===== src/rtl/core/aftt_pkg.sv =====
// shared types, constants and codes of the auth failure throttle table
// no dependencies; compiled before every other file of the block
package aftt_pkg;

    // table size default
    localparam int unsigned BUCKET_COUNT_DEF = 16;

    // field widths
    localparam int unsigned OP_W      = 2;
    localparam int unsigned KEY_W     = 32;
    localparam int unsigned TIME_W    = 64;
    localparam int unsigned CNT_W     = 8;
    localparam int unsigned RETRY_W   = 13;
    localparam int unsigned CFG_W     = 32;
    localparam int unsigned CFG_IDX_W = 2;

    // event codes
    typedef enum logic [OP_W-1:0] {
        OP_ADMIT   = 2'd0,
        OP_SUCCESS = 2'd1,
        OP_FAILURE = 2'd2,
        OP_NONE    = 2'd3
    } op_t;

    // configuration register indexes
    localparam logic [CFG_IDX_W-1:0] CFG_WINDOW   = 2'd0;
    localparam logic [CFG_IDX_W-1:0] CFG_COOLDOWN = 2'd1;
    localparam logic [CFG_IDX_W-1:0] CFG_LIMIT    = 2'd2;

    // configuration reset values
    localparam logic [31:0]      WINDOW_RST   = 32'd60000000;
    localparam logic [31:0]      COOLDOWN_RST = 32'd300000000;
    localparam logic [CNT_W-1:0] LIMIT_RST    = 8'd5;

    // retry time in seconds, rounded up and saturated
    localparam logic [31:0]        US_PER_S     = 32'd1000000;
    localparam logic [31:0]        US_ROUND     = 32'd999999;
    localparam logic [RETRY_W-1:0] RETRY_MAX    = '1;
    localparam logic [TIME_W-1:0]  RETRY_SAT_US = TIME_W'(RETRY_MAX) * TIME_W'(US_PER_S);

    // seconds by reciprocal multiply: 10^6 = 2^6 * 15625, and
    // n / 15625 = (n * RECIP_M) >> RECIP_SH exactly for n below 2^28
    localparam int unsigned DIV_W    = 34;
    localparam int unsigned DIV_SH   = 6;
    localparam int unsigned NUM_W    = DIV_W - DIV_SH;
    localparam int unsigned RECIP_W  = 29;
    localparam int unsigned RECIP_SH = 42;
    localparam int unsigned PROD_W   = NUM_W + RECIP_W;
    localparam logic [RECIP_W-1:0] RECIP_M = 29'd281474977;

    // one table entry
    typedef struct packed {
        logic              in_use;
        logic [KEY_W-1:0]  key;
        logic [TIME_W-1:0] win_start;
        logic [TIME_W-1:0] blocked_until;
        logic [CNT_W-1:0]  fail_cnt;
    } bucket_t;

    // controller to datapath
    typedef struct packed {
        logic start;
        logic scan;
        logic eval;
        logic decide;
        logic div;
        logic write;
        logic finish;
    } cmd_t;

    // datapath to controller
    typedef struct packed {
        logic op_none;
        logic scan_done;
        logic need_div;
        logic div_done;
    } status_t;

endpackage


===== src/rtl/core/aftt_dp.sv =====
// datapath of the throttle table: bucket memory, scan, update, retry seconds
// depends on aftt_pkg for types, widths and constants
module aftt_dp import aftt_pkg::*;
#(
    parameter int unsigned BUCKET_COUNT = BUCKET_COUNT_DEF
)
(
    input  logic                 clk,
    input  logic                 rst_n,
    input  logic                 cfg_we,
    input  logic [CFG_IDX_W-1:0] cfg_index,
    input  logic [CFG_W-1:0]     cfg_data,
    input  logic [OP_W-1:0]      in_opcode,
    input  logic [KEY_W-1:0]     in_peer_id,
    input  logic [TIME_W-1:0]    in_now_us,
    input  cmd_t                 cmd,
    output status_t              status,
    output logic                 out_admitted,
    output logic [RETRY_W-1:0]   out_retry_s
);

    localparam int unsigned IDX_W = (BUCKET_COUNT > 1) ? $clog2(BUCKET_COUNT) : 1;
    localparam int unsigned ISS_W = $clog2(BUCKET_COUNT + 1);
    localparam logic [IDX_W-1:0] LAST_IDX = IDX_W'(BUCKET_COUNT - 1);
    localparam logic [ISS_W-1:0] ISS_END  = ISS_W'(BUCKET_COUNT);

    // configuration
    logic [31:0]       window_reg;
    logic [31:0]       cooldown_reg;
    logic [CNT_W-1:0]  limit_reg;

    // current item
    op_t               op_reg;
    logic [KEY_W-1:0]  key_reg;
    logic [TIME_W-1:0] now_reg;

    // bucket memory, entries never written read as zero
    bucket_t                 mem [BUCKET_COUNT];
    logic [BUCKET_COUNT-1:0] written_reg;
    bucket_t                 rd_word_reg;
    logic                    rd_written_reg;
    bucket_t                 rd_entry;

    // scan pipeline
    logic [ISS_W-1:0]  issue_reg;
    logic              eval_valid_reg;
    logic [IDX_W-1:0]  eval_idx_reg;
    logic [IDX_W-1:0]  oldest_idx_reg;
    logic [TIME_W-1:0] oldest_ws_reg;
    logic [IDX_W-1:0]  oldest_idx_next;
    logic [TIME_W-1:0] oldest_ws_next;
    logic              issue_done;
    logic              rd_en;
    logic [IDX_W-1:0]  rd_addr;
    logic              hit;
    logic              scan_done;
    bucket_t           evicted;

    // selected bucket and its update
    logic [IDX_W-1:0]  sel_idx_reg;
    bucket_t           work_reg;
    logic              lock_reg;
    logic [TIME_W-1:0] diff_reg;
    logic [TIME_W-1:0] elapsed_reg;
    logic [TIME_W-1:0] ws_eff;
    logic [CNT_W-1:0]  cnt_inc;
    logic [TIME_W:0]   lock_sum;
    logic [TIME_W-1:0] lock_end;
    logic              retry_sat;
    logic              need_div;

    // retry seconds
    logic [DIV_W-1:0]  rem_reg;
    logic [PROD_W-1:0] prod;
    logic              div_done;

    // result
    logic               res_admitted_reg;
    logic [RETRY_W-1:0] res_retry_reg;
    logic               out_admitted_reg;
    logic [RETRY_W-1:0] out_retry_reg;

    // configuration writes, unknown indexes ignored
    always_ff @(posedge clk or negedge rst_n)
    begin
        if (!rst_n)
        begin
            window_reg   <= WINDOW_RST;
            cooldown_reg <= COOLDOWN_RST;
            limit_reg    <= LIMIT_RST;
        end
        else if (cfg_we)
        begin
            case (cfg_index)
                CFG_WINDOW:   window_reg   <= cfg_data;
                CFG_COOLDOWN: cooldown_reg <= cfg_data;
                CFG_LIMIT:    limit_reg    <= cfg_data[CNT_W-1:0];
                default:      ;
            endcase
        end
    end

    // scan read port control
    assign issue_done = (issue_reg == ISS_END);
    assign rd_en      = cmd.scan && !issue_done;
    assign rd_addr    = issue_reg[IDX_W-1:0];

    // memory write and registered read
    always_ff @(posedge clk)
    begin
        if (cmd.write)
        begin
            mem[sel_idx_reg] <= work_reg;
        end
        if (rd_en)
        begin
            rd_word_reg <= mem[rd_addr];
        end
    end

    // written flags per entry
    always_ff @(posedge clk or negedge rst_n)
    begin
        if (!rst_n)
        begin
            written_reg    <= '0;
            rd_written_reg <= 1'b0;
        end
        else
        begin
            if (cmd.write)
            begin
                written_reg[sel_idx_reg] <= 1'b1;
            end
            if (rd_en)
            begin
                rd_written_reg <= written_reg[rd_addr];
            end
        end
    end

    assign rd_entry = rd_written_reg ? rd_word_reg : '0;

    // entry evaluation: match or free stops the scan, else track oldest window
    always_comb
    begin
        hit             = eval_valid_reg && (!rd_entry.in_use || (rd_entry.key == key_reg));
        oldest_idx_next = oldest_idx_reg;
        oldest_ws_next  = oldest_ws_reg;
        if (eval_valid_reg &&
            ((eval_idx_reg == '0) || (rd_entry.win_start < oldest_ws_reg)))
        begin
            oldest_idx_next = eval_idx_reg;
            oldest_ws_next  = rd_entry.win_start;
        end
        scan_done         = cmd.scan && eval_valid_reg && (hit || (eval_idx_reg == LAST_IDX));
        evicted           = '0;
        evicted.win_start = now_reg;
    end

    // scan registers
    always_ff @(posedge clk or negedge rst_n)
    begin
        if (!rst_n)
        begin
            issue_reg      <= '0;
            eval_valid_reg <= 1'b0;
        end
        else if (cmd.start)
        begin
            issue_reg      <= '0;
            eval_valid_reg <= 1'b0;
        end
        else if (cmd.scan)
        begin
            eval_valid_reg <= !issue_done;
            if (!issue_done)
            begin
                issue_reg <= issue_reg + ISS_W'(1);
            end
        end
    end

    always_ff @(posedge clk)
    begin
        if (cmd.scan)
        begin
            eval_idx_reg   <= rd_addr;
            oldest_idx_reg <= oldest_idx_next;
            oldest_ws_reg  <= oldest_ws_next;
        end
    end

    // update helpers
    assign ws_eff    = work_reg.in_use ? work_reg.win_start : now_reg;
    assign cnt_inc   = (work_reg.fail_cnt != '1) ? (work_reg.fail_cnt + CNT_W'(1))
                                                 : work_reg.fail_cnt;
    assign lock_sum  = {1'b0, now_reg} + {1'b0, TIME_W'(cooldown_reg)};
    assign lock_end  = lock_sum[TIME_W] ? '1 : lock_sum[TIME_W-1:0];
    assign retry_sat = (diff_reg > RETRY_SAT_US);
    assign need_div  = (op_reg == OP_ADMIT) && lock_reg && !retry_sat;

    // rounded-up seconds: drop the 2^6 factor, multiply by the reciprocal of 15625
    assign prod     = PROD_W'(rem_reg[DIV_W-1:DIV_SH]) * PROD_W'(RECIP_M);
    assign div_done = cmd.div;

    // item, selected bucket, divider and result registers
    always_ff @(posedge clk)
    begin
        if (cmd.start)
        begin
            op_reg           <= op_t'(in_opcode);
            key_reg          <= in_peer_id;
            now_reg          <= in_now_us;
            res_admitted_reg <= 1'b1;
            res_retry_reg    <= '0;
        end
        if (scan_done)
        begin
            if (hit)
            begin
                sel_idx_reg <= eval_idx_reg;
                work_reg    <= rd_entry;
            end
            else
            begin
                sel_idx_reg <= oldest_idx_next;
                work_reg    <= evicted;
            end
        end
        if (cmd.eval)
        begin
            lock_reg    <= (work_reg.blocked_until > now_reg);
            diff_reg    <= work_reg.blocked_until - now_reg;
            elapsed_reg <= now_reg - ws_eff;
            case (op_reg)
                OP_ADMIT:
                begin
                    if (!work_reg.in_use)
                    begin
                        work_reg.in_use    <= 1'b1;
                        work_reg.key       <= key_reg;
                        work_reg.win_start <= now_reg;
                    end
                end
                OP_SUCCESS:
                begin
                    work_reg <= '0;
                end
                OP_FAILURE:
                begin
                    if (cnt_inc >= limit_reg)
                    begin
                        work_reg.blocked_until <= lock_end;
                        work_reg.fail_cnt      <= '0;
                    end
                    else
                    begin
                        work_reg.fail_cnt <= cnt_inc;
                    end
                end
                default: ;
            endcase
        end
        // admit outcome: refuse while locked, else restart an expired window
        if (cmd.decide && (op_reg == OP_ADMIT))
        begin
            if (lock_reg)
            begin
                res_admitted_reg <= 1'b0;
                if (retry_sat)
                begin
                    res_retry_reg <= RETRY_MAX;
                end
                rem_reg <= diff_reg[DIV_W-1:0] + DIV_W'(US_ROUND);
            end
            else if (elapsed_reg > TIME_W'(window_reg))
            begin
                work_reg.win_start <= now_reg;
                work_reg.fail_cnt  <= '0;
            end
        end
        if (cmd.div)
        begin
            res_retry_reg <= prod[RECIP_SH +: RETRY_W];
        end
        if (cmd.finish)
        begin
            out_admitted_reg <= res_admitted_reg;
            out_retry_reg    <= res_retry_reg;
        end
    end

    // status to controller
    always_comb
    begin
        status           = '0;
        status.op_none   = (op_reg == OP_NONE);
        status.scan_done = scan_done;
        status.need_div  = need_div;
        status.div_done  = div_done;
    end

    assign out_admitted = out_admitted_reg;
    assign out_retry_s  = out_retry_reg;

endmodule


===== config.mk =====
export PLATFORM = sky130hd
export DESIGN_NAME = aftt_dp
export DESIGN_NICKNAME = d
export VERILOG_FILES = /design/src/rtl/core/aftt_pkg.sv /design/src/rtl/core/aftt_dp.sv
export SDC_FILE = /design/constraint.sdc
export NUM_CORES = 2
export LEC_CHECK = 0
export BUFFER_PORTS_ARGS = -buffer_cell sky130_fd_sc_hd__buf_4
export CAP_MARGIN = 30
export CORE_ASPECT_RATIO = 0.9
export CORE_MARGIN = 2
export CORE_UTILIZATION = 60
export CTS_CLUSTER_DIAMETER = 120
export DETAILED_ROUTE_END_ITERATION = 8
export PLACE_DENSITY = 0.86
export SLEW_MARGIN = 20
export SYNTH_ARGS = -nofsm -noshare
export SYNTH_HDL_FRONTEND = slang
export SYNTH_SLANG_ARGS = --single-unit

===== constraint.sdc =====
create_clock -name clk -period 21.8 [get_ports clk]
set_input_delay 1.09 -clock clk [delete_from_list [all_inputs] [get_ports clk]]
set_output_delay 1.09 -clock clk [all_outputs]
set_load 0.01 [all_outputs]

==> impl_metrics.ini <==
[synthesis]
synth_top_area_share_pct = 62.26
synth-edff-count = 3218
ys_async_sr_fraction_pct = 2.717
synth_area_um2 = 155200
syn_inst = 8864
ys.warnings.count = 0
ys_seq_area_share_pct = 66.17
syn-num-nets = 9805
synth.area.top_cells = edfxtp_1 (62%), mux4_2 (12%), ha_1 (4.4%), fa_1 (3.3%), dfxtp_1 (2.4%)
synthFlopType = edfxtp_1
synth_top_cell_by_area = edfxtp_1
avgSynthCellArea_um2 = 17.51
yosysUniqueCellTypes = 98
synth.most_common_cell = edfxtp_1
ys_ff_latch = 3496
synth_common_cells = edfxtp_1 (3218), mux4_2 (850), inv_1 (685)

[cts]
cts-htree-levels = 5
postCtsHoldBufs = 0
post_cts_buffers = 0
clockRootBuffer = clkbuf_16
cts_resized = 0
cts_buffers = 336
clk_latency_ps = 960
tritoncts = yes
path_clk_slew_ps = 70
cts_num_sinks = 3496
clockBufferDepth = 4

[detailed_routing]
vias = 91970
vias_per_cell = 7.175
avgRoutedWirePerCell_um = 35.72
route.detailed.drc = 0
totalWireLength_um = 457800
dr.first_iter.drc_count = 16170
ant_nets = 0
dr.pass1.iters = 9

[placed_design]
dp_hpwl_um = 245400
port_buffers = 159
place.gp.congestion = 1.014
dpl.cell_count = 12180

[cells_and_area]
largest_register_ffs = 2704
final_util_pct = 66.84
area_delta_synth_final_pct = 11.01
fin_cells = 12820
num-nets-final = 10080
drive_gt1_share_pct = 19.97

[timing]
hold_viol = 0
worst_slew_margin_rel_pct = 20.26
timing.final.crit_share_pct = 34.92
period_minus_slack_ps = 7613
finalSetupViolCount = 0
finalMaxSlewViolations = 0
max_clock_freq_ghz = 0.1314
holdWs_ps = 141.0
rsz0062_at_grt = no
final.setup.tns_ps = 0
finalClockSkew_ps = 121.9
tightest_slew_ps = 1196

[die]
dieArea_um2 = 262800
core_area_um2 = 257800
die_w_um = 540.1
fp-row-count = 177
initial_core_util_pct = 60.21
ios = 160
die_h_um = 486.5

[setup_path]
critPathCaptureType = flop
cp-start-kind = flop
required_ps = 22540
path_max_fanout = 7
path_class = flop to flop
worstPathArrival_ps = 8360
r2r_cells = 22

[min_path]
hp-class = input pin to asynchronous set/reset pin

[power]
p_leak_nw = 60.26
ir_drop_v = 0.0002529
p_per_area_nw_per_um2 = 131.6
total_power_mw = 22.67

[flow_run]
max-cap-violations = 0

[global_route]
track_usage_pct = 34.31
grt_pass1_wl_um = 651800
grt_max_degree = 180
overflow = 0
antenna_found_initial = 22
grt_pass1_vias = 94800

[outcome]
run_status = completed
==> cell families (layout without fill, tap and decap cells) <==
group | after synthesis | after routing | share of synthesized area, %
XOR/XNOR | 253 | 253 | 1.428
AND/OR/NAND/NOR | 928 | 928 | 2.991
multiplexers | 957 | 957 | 13.06
flip-flops | 3496 | 3496 | 66.17
buffers and inverters | 1063 | 1611 | 2.665
AO/OA/AOI/OAI | 1368 | 1368 | 6.024
other | 0 | 5 | 0
adder cells (fa/ha/maj) | 799 | 799 | 7.660
==> worst paths after layout <==
kind	start	to	slack, ps
worst max-delay path	rem_reg[22]	res_retry_reg[12]	14190
worst min-delay path	rst_n	cooldown_reg[30]	140
worst max register to register	rem_reg[22]	res_retry_reg[12]	14190
worst min register to register	res_retry_reg[4]	out_retry_s[4]	430
max in group asynchronous	rst_n	limit_reg[2]	20610
min in group clk	in_now_us[58]	now_reg[58]	320
==> through the flow <==
stage | setup slack, ps | cell area [µm²]
final | 14190 | 172300
after global routing | 13760 | 172300
after CTS | 14200 | 171800
after detailed placement | 14230 | 160600
after global placement | 14310 | 160400
after floorplan | 7633 | 155200
==> layer usage <==
layer / part of all wire (%) / vias up / GRT usage [%]
met5: 0.026 / - / 0
met4: 7.1 / 18 / 19.46
met3: 13 / 2104 / 8.367
met2: 47 / 8605 / 54.25
met1: 33 / 45760 / 43.95
li1: - / 35480 / -
==> critical path, stage by stage (launching register included) <==
cell and delay [ps]:
edfxtp_1 580, fa_1 640, inv_1 70, fa_1 510
inv_1 70, fa_1 520, fa_1 470, fa_1 540
fa_1 550, inv_1 60, fa_1 600, inv_1 70
ha_1 340, a21o_1 180, a21o_1 170, a21oi_1 160
nand2_1 70, nor4_1 660, o21ai_1 200, a31oi_1 430
o21ai_1 180, and4_1 220, nor3_1 230
==> cell type report <==
type | count | area, µm²
timing repair buffer | 310 | 3020
antenna | 5 | 12.51
clock inverter | 187 | 2067
sequential | 3496 | 102700
inverter | 685 | 2579
clock buffer | 429 | 9065
multi-input combinational | 4305 | 48570
fill | 15540 | 85490
tap | 3401 | 4255
==> layout by cell type, fill, tap and decap left out, types with 182 or more instances in the layout <==
cell type  netlist  routed
edfxtp_1      3218    3218
mux4_2         850     850
inv_1          685     684
ha_1           547     547
a21oi_1        414     413
clkbuf_16        0     342
nand2_1        268     268
buf_4            8     261
fa_1           252     252
o21ai_0        217     217
dfxtp_1        183     182
==> power by group <==
| part | total, mW | internal, mW | switching [mW] |
|---|---|---|---|
| clock | 6.04 | 3.40 | 2.63 |
| combinational | 7.23 | 2.98 | 4.26 |
| sequential | 9.40 | 8.47 | 0.934 |
No activity file was read; power rests on OpenSTA's default activity.
