[src/rtl/core/aftt_pkg.sv]
// shared types, constants and codes of the auth failure throttle table
// no dependencies; compiled before every other file of the block
package aftt_pkg;

    // table size default
    localparam int unsigned BUCKET_COUNT_DEF = 16;

    // field widths
    localparam int unsigned OP_W      = 2;
    localparam int unsigned KEY_W     = 32;
    localparam int unsigned TIME_W    = 64;
    localparam int unsigned CNT_W     = 8;
    localparam int unsigned RETRY_W   = 13;
    localparam int unsigned CFG_W     = 32;
    localparam int unsigned CFG_IDX_W = 2;

    // event codes
    typedef enum logic [OP_W-1:0] {
        OP_ADMIT   = 2'd0,
        OP_SUCCESS = 2'd1,
        OP_FAILURE = 2'd2,
        OP_NONE    = 2'd3
    } op_t;

    // configuration register indexes
    localparam logic [CFG_IDX_W-1:0] CFG_WINDOW   = 2'd0;
    localparam logic [CFG_IDX_W-1:0] CFG_COOLDOWN = 2'd1;
    localparam logic [CFG_IDX_W-1:0] CFG_LIMIT    = 2'd2;

    // configuration reset values
    localparam logic [31:0]      WINDOW_RST   = 32'd60000000;
    localparam logic [31:0]      COOLDOWN_RST = 32'd300000000;
    localparam logic [CNT_W-1:0] LIMIT_RST    = 8'd5;

    // retry time in seconds, rounded up and saturated
    localparam logic [31:0]        US_PER_S     = 32'd1000000;
    localparam logic [31:0]        US_ROUND     = 32'd999999;
    localparam logic [RETRY_W-1:0] RETRY_MAX    = '1;
    localparam logic [TIME_W-1:0]  RETRY_SAT_US = TIME_W'(RETRY_MAX) * TIME_W'(US_PER_S);

    // seconds by reciprocal multiply: 10^6 = 2^6 * 15625, and
    // n / 15625 = (n * RECIP_M) >> RECIP_SH exactly for n below 2^28
    localparam int unsigned DIV_W    = 34;
    localparam int unsigned DIV_SH   = 6;
    localparam int unsigned NUM_W    = DIV_W - DIV_SH;
    localparam int unsigned RECIP_W  = 29;
    localparam int unsigned RECIP_SH = 42;
    localparam int unsigned PROD_W   = NUM_W + RECIP_W;
    localparam logic [RECIP_W-1:0] RECIP_M = 29'd281474977;

    // one table entry
    typedef struct packed {
        logic              in_use;
        logic [KEY_W-1:0]  key;
        logic [TIME_W-1:0] win_start;
        logic [TIME_W-1:0] blocked_until;
        logic [CNT_W-1:0]  fail_cnt;
    } bucket_t;

    // controller to datapath
    typedef struct packed {
        logic start;
        logic scan;
        logic eval;
        logic decide;
        logic div;
        logic write;
        logic finish;
    } cmd_t;

    // datapath to controller
    typedef struct packed {
        logic op_none;
        logic scan_done;
        logic need_div;
        logic div_done;
    } status_t;

endpackage

[src/rtl/core/aftt_ctrl.sv]
// sequencing state machine of the throttle table
// depends on aftt_pkg for command and status structs
module aftt_ctrl import aftt_pkg::*;
(
    input  logic    clk,
    input  logic    rst_n,
    input  logic    in_valid,
    output logic    in_ready,
    input  logic    out_ready,
    output logic    out_valid,
    input  status_t status,
    output cmd_t    cmd
);

    typedef enum logic [6:0] {
        S_IDLE   = 7'b0000001,
        S_SCAN   = 7'b0000010,
        S_EVAL   = 7'b0000100,
        S_DECIDE = 7'b0001000,
        S_DIV    = 7'b0010000,
        S_WRITE  = 7'b0100000,
        S_FINISH = 7'b1000000
    } state_t;

    state_t state_reg;
    state_t state_next;
    logic   out_valid_reg;
    logic   out_valid_next;

    // next state and commands
    always_comb
    begin
        state_next     = state_reg;
        cmd            = '0;
        out_valid_next = out_valid_reg;
        if (out_valid_reg && out_ready)
        begin
            out_valid_next = 1'b0;
        end
        case (state_reg)
            S_IDLE:
            begin
                if (in_valid)
                begin
                    cmd.start  = 1'b1;
                    state_next = S_SCAN;
                end
            end
            S_SCAN:
            begin
                cmd.scan = 1'b1;
                if (status.op_none)
                begin
                    state_next = S_FINISH;
                end
                else if (status.scan_done)
                begin
                    state_next = S_EVAL;
                end
            end
            S_EVAL:
            begin
                cmd.eval   = 1'b1;
                state_next = S_DECIDE;
            end
            S_DECIDE:
            begin
                cmd.decide = 1'b1;
                state_next = status.need_div ? S_DIV : S_WRITE;
            end
            S_DIV:
            begin
                cmd.div = 1'b1;
                if (status.div_done)
                begin
                    state_next = S_WRITE;
                end
            end
            S_WRITE:
            begin
                cmd.write  = 1'b1;
                state_next = S_FINISH;
            end
            S_FINISH:
            begin
                if (!out_valid_reg || out_ready)
                begin
                    cmd.finish     = 1'b1;
                    out_valid_next = 1'b1;
                    state_next     = S_IDLE;
                end
            end
            default:
            begin
                state_next = S_IDLE;
            end
        endcase
    end

    // state and output valid
    always_ff @(posedge clk or negedge rst_n)
    begin
        if (!rst_n)
        begin
            state_reg     <= S_IDLE;
            out_valid_reg <= 1'b0;
        end
        else
        begin
            state_reg     <= state_next;
            out_valid_reg <= out_valid_next;
        end
    end

    assign in_ready  = (state_reg == S_IDLE);
    assign out_valid = out_valid_reg;

endmodule

[config.mk]
export PLATFORM = sky130hd
export DESIGN_NAME = aftt_ctrl
export DESIGN_NICKNAME = d
export VERILOG_FILES = /design/src/rtl/core/aftt_pkg.sv /design/src/rtl/core/aftt_ctrl.sv
export SDC_FILE = /design/constraint.sdc
export NUM_CORES = 1
export LEC_CHECK = 0
export BUFFER_PORTS_ARGS = -buffer_cell sky130_fd_sc_hd__buf_4
export CAP_MARGIN = 25
export CORE_UTILIZATION = 30
export DETAILED_ROUTE_END_ITERATION = 8
export PLACE_DENSITY = 0.53
export SETUP_SLACK_MARGIN = 0.02
export SYNTH_ARGS = -nofsm -noshare
export SYNTH_HDL_FRONTEND = slang
export SYNTH_SLANG_ARGS = --single-unit
[constraint.sdc]
create_clock -name clk -period 3.28 [get_ports clk]
set_clock_uncertainty 0.05 [all_clocks]
set_input_delay 0.82 -clock clk [delete_from_list [all_inputs] [get_ports clk]]
set_output_delay 0.82 -clock clk [all_outputs]
set_load 0.03 [all_outputs]
==> results of run 1 <==
## worst register-to-register path, cell delays in order (launching register included)
cell and delay, ps:
dfrtp_1 490, nor4_1 400, nand3_1 190, nor2_1 150, a211o_1 110
## cell families (layout without fill, tap and decap cells)
group	Yosys count	count (layout)
buf+inv	4	22
flops	8	8
compound gates	9	9
xor+xnor	2	2
simple gates	27	27
## power breakdown
group	leakage, uW	internal (uW)	switching (uW)
clock	0.0000150	46.8	36.9
sequential	0.000107	117	24.5
combinational	0.000197	66.6	94.3
total	0.000319	231	156
## worst max path at each step
stage                       from  endpoint  depth (start not counted)
detailed placement     out_ready    cmd[0]                          4
global route        state_reg[4]    cmd[0]                          4
global placement       out_ready    cmd[0]                          4
CTS                 state_reg[4]    cmd[0]                          4
floorplan           state_reg[4]    cmd[4]                          4
finish              state_reg[4]    cmd[0]                          4
## layout by cell type (no fill, tap or decap), drive strengths merged, types with 2 or more instances in the layout
cell type	Yosys	layout
o21ai	3	3
nor4b	4	4
buf	2	16
nor2	5	5
nand3	2	2
nor3	2	2
clkbuf	0	4
nor3b	4	4
nand2	5	5
dfrtp	7	7
inv	2	2
## routing by layer
metal | track usage | up-vias | part of all wire
met4 | 0.0563 | 0 | 0.0084
met2 | 0.197 | 14 | 0.47
li1 | - | 219 | -
met1 | 0.175 | 217 | 0.44
met3 | 0.0750 | 2 | 0.078
met5 | 0 | - | 0
## final cells by class
cell class | instances | area (um2) | share of cell area
clock buffer | 4 | 26.3 | 0.0398
inverter | 2 | 7.51 | 0.0114
multi-input combinational | 38 | 285 | 0.432
sequential | 8 | 201 | 0.305
tap | 16 | 20.0 | 0.0303
timing repair buffer | 16 | 120 | 0.182
## synth_stat cells (all sizes together)
cell	number
dfrtp	7
nand2	5
nor2	5
nor3b	4
nor4b	4
o21ai	3
buf	2
inv	2
nand3	2
nor3	2
a211o	1
a21o	1
a221oi	1
a22o	1
dfstp	1
nand2b	1
nand3b	1
nor2b	1
nor4	1
o22ai	1
o32ai	1
or3	1
xnor2	1
xor2	1
## per-stage QoR
stage                     std cells  hold slack, ps
final                            84             317
after global placement           80             492
after floorplan                  50             474
after global routing             84             309
after CTS                        84             314
after detailed placement         80             503
==> run summary, run 1 <==
Global-route usage over all layers: 0.138. Setup slack closes at 768 ps. The sequential fraction of the synthesis area was 0.393. Summing over every cut layer, the via total after detailed routing is 452. Number of standard-cell rows in the floorplan: 14. Once placement finished, the instance area stood at 634 um2.

In this design, the stage delay of the slowest critical-path cell is 490 ps. Entering global routing, the biggest net connects 10 pins. The horizontal extent of the die works out to 43.4 um. The flow ran to the end, but the final reports show violations. The run gives 1880 um2 as the die area. Compared with the post-synthesis result, the final layout area differs by 28.8%. The tools report the fmax as 0.398 GHz. TritonCTS built the clock tree.

The share of the clock period used by the worst path came out at 0.766. The checks that failed: DRC. The fraction of final layout cells sized beyond drive strength 1 came out at 0.426. For this design, the CTS-stage hold fixing added 0 buffers. The area of the core was 1560 um2; the antenna cell count was 0. Data on the critical path arrives at its endpoint at 1640 ps. Buffer levels on the longest clock path: 2. The simple-gate area share of the yosys netlist was 0.398. Clock latency on the worst-skew pair, taken at its later pin, is 260 ps. The number of instances resized during post-cts repair is 0, and the violation count after the first detailed-route iteration is 5. The count of endpoints failing setup in the final report was 0. In the routed design, unresolved DRC markers number 2.

Height of the die: 43.4 um. The measured slew at the worst slew-check pin is 376 ps. The top fanout value on the critical path is 9. The Yosys step of the flow raised 0 warnings.

The net count of the mapped netlist was 58; the area share of the largest cell type after synthesis was 0.341. After routing the design area is 661 um2. The area fraction in compound gates after synthesis is 0.124, and the number of antenna violations at the first check in global routing is 0.

The initial cell density of the core was 0.329. The tree is rooted in a clkbuf_4. For the overall routed net length, the log shows 1.07 mm. The share of the synthesized netlist area taken by xor and xnor gates was 0.0341; the average vias per placed instance was 5.38. For the worst setup path, the data required time is 2410 ps. Yosys attributes the largest share of cell area to dfrtp_1 (34%), nor4b_2 (5.9%), dfstp_2 (5.1%). The number of max-cap violations was 0. The signal on the critical path passes through nor4_1, nand3_1, nor2b_1, buf_4. The run gives 386 uW as the overall power. The CTS H-tree depth is 1.

Pin placement for this block handled 17 I/O pins. The register with the most flip-flops in the layout has 7 of them. The endpoint identified for the worst register-to-register timing path is state_reg[6]. TritonCTS created 3 clock buffers.

The proportion of synthesized area in mux cells is 0, and the worst setup timing slack at the placement stage is 1000 ps. The filler cells instantiated in the layout total 159. The critical path is of the flip-flop to output pin type.

The run gives 0.786 as the placer's final routability congestion estimate. The worst path needs 2510 ps of the cycle, external delays included. The number of buffers inserted by port buffering works out to 16. Among all stages on the critical path, the largest delay is contributed by dfrtp_1.

The cell family contributing the most delay on the critical path is simple AND/OR/NAND/NOR gates. The average size of a mapped cell was 10.3 um2; the power per cell area was 585 nW/um2. In the final routed layout, each cell accounts on average for 12.8 um.

The worst setup path is captured at an output pin. The via count of the first global-routing pass is 414, and the clock transition at the registers of the reported paths is 60 ps. The setup slack on the worst flop-to-flop path is 1840 ps.

After synthesis, the largest family of logic cells by area is simple AND/OR/NAND/NOR gates. The path class of the tightest hold or removal check is input pin to asynchronous set/reset pin. The depth of the most critical reg-to-reg path works out to 4.

Adder-cell share of the synthesized area: 0. The tools report the cell area after synthesis as 513 um2. After synthesis the netlist holds a flip-flop and latch count of 8.

Library cell with the largest summed area after synthesis: dfrtp_1. The final count of pins violating max slew is 0. The run gives 0 as the final global-route overflow total. Counting every instance in the synthesized netlist gives 50. The pre-antenna-repair detailed-routing pass consisted of 5 iterations. Summed over all failing endpoints, the final setup total negative slack is 0 ps. The analysis attributes to cell leakage a power of 0.000319 uW.

Setup repair after global routing left no endpoint under its margin. The first global-routing pass estimated 1.79 mm of wire. For this design, the sink count on the clock tree is 8. The core occupancy in the finished layout was 0.424.

The synthesized netlist contains 31 unique library cells. IR analysis of the VDD net gives a maximum drop of 0.243 mV. The buffering stage count on the worst path with inverters included was 1. Post-CTS setup buffer count: 0. The startpoint identified for the worst register-to-register timing path is state_reg[4].

The worst setup path is launched from a flip-flop. At the end of the flow, the number of nets in the layout was 77. The logs give 0.747 for the tightest slew margin relative to the limit and 0 for the remaining antenna violation count.

The tools report the final count of hold timing violations as 0.
(Power assumes the default switching activity.)
==> inputs of run 2 (changes only) <==
==> constraint.sdc (replaced) <==
create_clock -name clk -period 2.5 [get_ports clk]
set_clock_uncertainty 0.05 [all_clocks]
set_input_delay 0.625 -clock clk [delete_from_list [all_inputs] [get_ports clk]]
set_output_delay 0.625 -clock clk [all_outputs]
set_load 0.03 [all_outputs]
==> run 2 against run 1 <==
Net effect: the run still ends with DRC left; worst setup slack got worse by 520 ps; via count is 0.22% lower; global-route usage rose by 0.55 points; first-iteration DRC count grew 40%; core utilization rose by 0.40 points; cell count stayed put; clock power rose by 30%; critical path depth did not move.
==> run summary, run 2 (synthesis gave the netlist of run 1 again) <==
The run finished, with violations left. The checks that failed: DRC. The tools report the antenna cell count as 0 (unchanged). STA classifies the critical path endpoint as an output pin. The global-route usage over all layers was 0.144 (+0.00550). The run gives 0 (unchanged) as the final count of hold timing violations.

The overall routed net length is 1.17 mm (+9.0%). The top fanout value on the critical path was 9 (unchanged); the buffer levels on the longest clock path was 2 (unchanged). Leading cell type in the layout, fill and taps excluded: buf_4.

The root buffer cell chosen for the clock tree is clkbuf_4. The via count was 451 (-0.22%). Derived from the worst setup path, the maximum achievable clock frequency is 0.445 GHz. The critical path data arrival time is 1570 ps (-70 ps), and the worst setup timing slack at the placement stage is 428 ps (-575 ps). The average vias per placed instance is 5.37 (-0.22%). The via count of the first global-routing pass is 432 (+4.3%). The placer's final routability congestion estimate is 0.770 (-2.0%), and the area taken by multi-input logic gates is 292 um2 (+2.2%). The measured slew at the worst slew-check pin is 388 ps (+12.0 ps), and the clock transition at the registers of the reported paths is 60 ps (about the same). Area of the core: 1560 um2 (unchanged). The run gives 209 uW (+34%) as the net switching power.

The most critical setup path has its endpoint at cmd[0]. The proportion of power drawn by flip-flops and latches was 0.367 (about the same); the fraction of final layout cells sized beyond drive strength 1 was 0.441 (+0.0147). The share of the clock period used by the worst path was 0.899.

Leaving out fill and tap cells, the most frequent cells in the layout are buf_4 (16), dfrtp_1 (7). Violation count after the first detailed-route iteration: 7 (+2). The number of flip-flops under the largest register name was 7 (unchanged). The setup slack on the worst flop-to-flop path was 1080 ps (-760 ps); the number of standard-cell rows in the floorplan was 14 (unchanged). For the total of fill cells in the finished design, the log shows 164 (+3.1%).

The min-delay analysis places its worst path in the category input pin to asynchronous set/reset pin. The die area was 1880 um2 (unchanged). The run gives 77 (unchanged) as the number of nets in the finished design.

First-pass iteration count of the detailed router: 6 (+1). For the share of total power in the clock network, the log shows 0.211 (-0.006). The number of max-cap violations was 0 (unchanged). Setup repair after global routing left no endpoint under its margin. The global-route wire length before repair is 1.91 mm (+6.5%), and the count of endpoints failing setup in the final report is 0 (unchanged).

The setup TNS was 0 ps (unchanged); the clock period minus worst slack was 2250 ps. Minimum hold slack: 124 ps (-193 ps). The power per cell area came out at 772 nW/um2 (+32%). The worst path setup slack after routing was 253 ps (-515 ps); the number of remaining DRC errors was 2 (unchanged).

The required time of the worst setup path was 1820 ps (-590 ps). The depth of the most critical reg-to-reg path was 4 (unchanged). The tools report the half-perimeter wire length of the detailed placement result as 879 um.

The critical path is of the flip-flop to output pin type. STA classifies the critical path startpoint as a flip-flop. Startpoint of the worst setup timing path: state_reg[4].

Initial cell density of the core: 0.329 (unchanged). Maximum ir drop on the vdd rail: 0.348 mV (+44%). The worst register-to-register path ends at state_reg[0]. The logs give 0 (unchanged) for the final global-route overflow total and 0 (unchanged) for the number of antenna violations at the first check in global routing. Compared with the post-synthesis result, the final layout area differs by 30.0%. The startpoint identified for the worst register-to-register timing path is state_reg[4]. The maximum number of pins on one net before global-route repair is 10 (unchanged), and the height of the die is 43.4 um (unchanged). Horizontal extent of the die: 43.4 um (unchanged).

The leakage power total is 0.000320 uW (+0.24%). The tightest slew margin relative to the limit is 0.741 (-0.00572). The post-detailed-route wirelength per cell works out to 13.9 um (+9.0%). The part of the total power dissipated in combinational logic is 0.422 (+0.005), and the final count of pins violating max slew is 0 (unchanged). TritonCTS built the clock tree. Clock insertion delay at the later pin of the skew report: 260 ps (about the same). Net switching share of the total power: 0.406 (+0.00284).

The CTS H-tree depth is 1 (unchanged). The CTS buffer count was 3 (unchanged). The cell internal power dissipation came out at 306 uW (+33%). The top-level I/O count is 17 (unchanged), and the sequential cell area in the final layout is 201 um2 (unchanged). TritonCTS sink count: 8 (unchanged). For the remaining antenna violation count, the log shows 0 (unchanged). The number of buffers inserted by port buffering came out at 16 (unchanged).
run 2: cell count changes in the layout (fill, tap and decap cells not counted):
| cell | change |
|---|---|
| nor4_1 | -1 |
| nor4_2 | +1 |
run 2: stage by stage:
stage | instances | area, um2 | util | total power [uW]
after floorplan | 50 | 513 | - | 330
after CTS | 84 | 661 | 0.424 | 519
after global routing | 84 | 667 | 0.428 | 556
after global placement | 80 | 634 | 0.407 | 401
final | 84 | 667 | 0.428 | 515
after detailed placement | 80 | 634 | 0.407 | 404
run 2: worst min path at each step:
stage / start / to / slack, ps / depth (start not counted)
after detailed placement: rst_n / state_reg[4] / 400 / 1
final: rst_n / state_reg[1] / 120 / 1
after CTS: rst_n / state_reg[1] / 120 / 1
after global placement: rst_n / state_reg[5] / 400 / 1
after floorplan: rst_n / out_valid / 280 / 0
after global routing: rst_n / state_reg[1] / 120 / 1
run 2: repair_timing:
item | 4_1_cts | 5_1_grt
setup buffers | 0 | 0
setup endpoints to repair | 0 | 1
hold buffers | 0 | 0
resized for setup | 0 | 1
run 2: power groups by stage:
stage                     combinational, uW  sequential (uW)  clock, uW
after floorplan                         147              184          0
after detailed placement                215              188          0
after global placement                  213              188          0
after global routing                    241              194        121
final                                   217              189        109
after CTS                               216              187        116
run 2: critical path, cell delays in order (launching register included):
cell and delay, ps:
dfrtp_1 510, nor4_2 330, nand3_1 180, nor2b_1 140, buf_4 160
run 2: area by class of cell:
| type | count | area share |
|---|---|---|
| multi-input cells | 38 | 0.437 |
| flip-flops and latches | 8 | 0.302 |
| repair buffers | 16 | 0.180 |
| clock buffers | 4 | 0.0394 |
| well taps | 16 | 0.0300 |
| inverters | 2 | 0.0113 |
run 2: layer usage:
metal,vias up,share of wire,track usage
met5,-,0,0
met4,0,0.0086,0.0563
met3,2,0.073,0.0667
met2,15,0.46,0.212
met1,211,0.46,0.183
li1,223,-,-
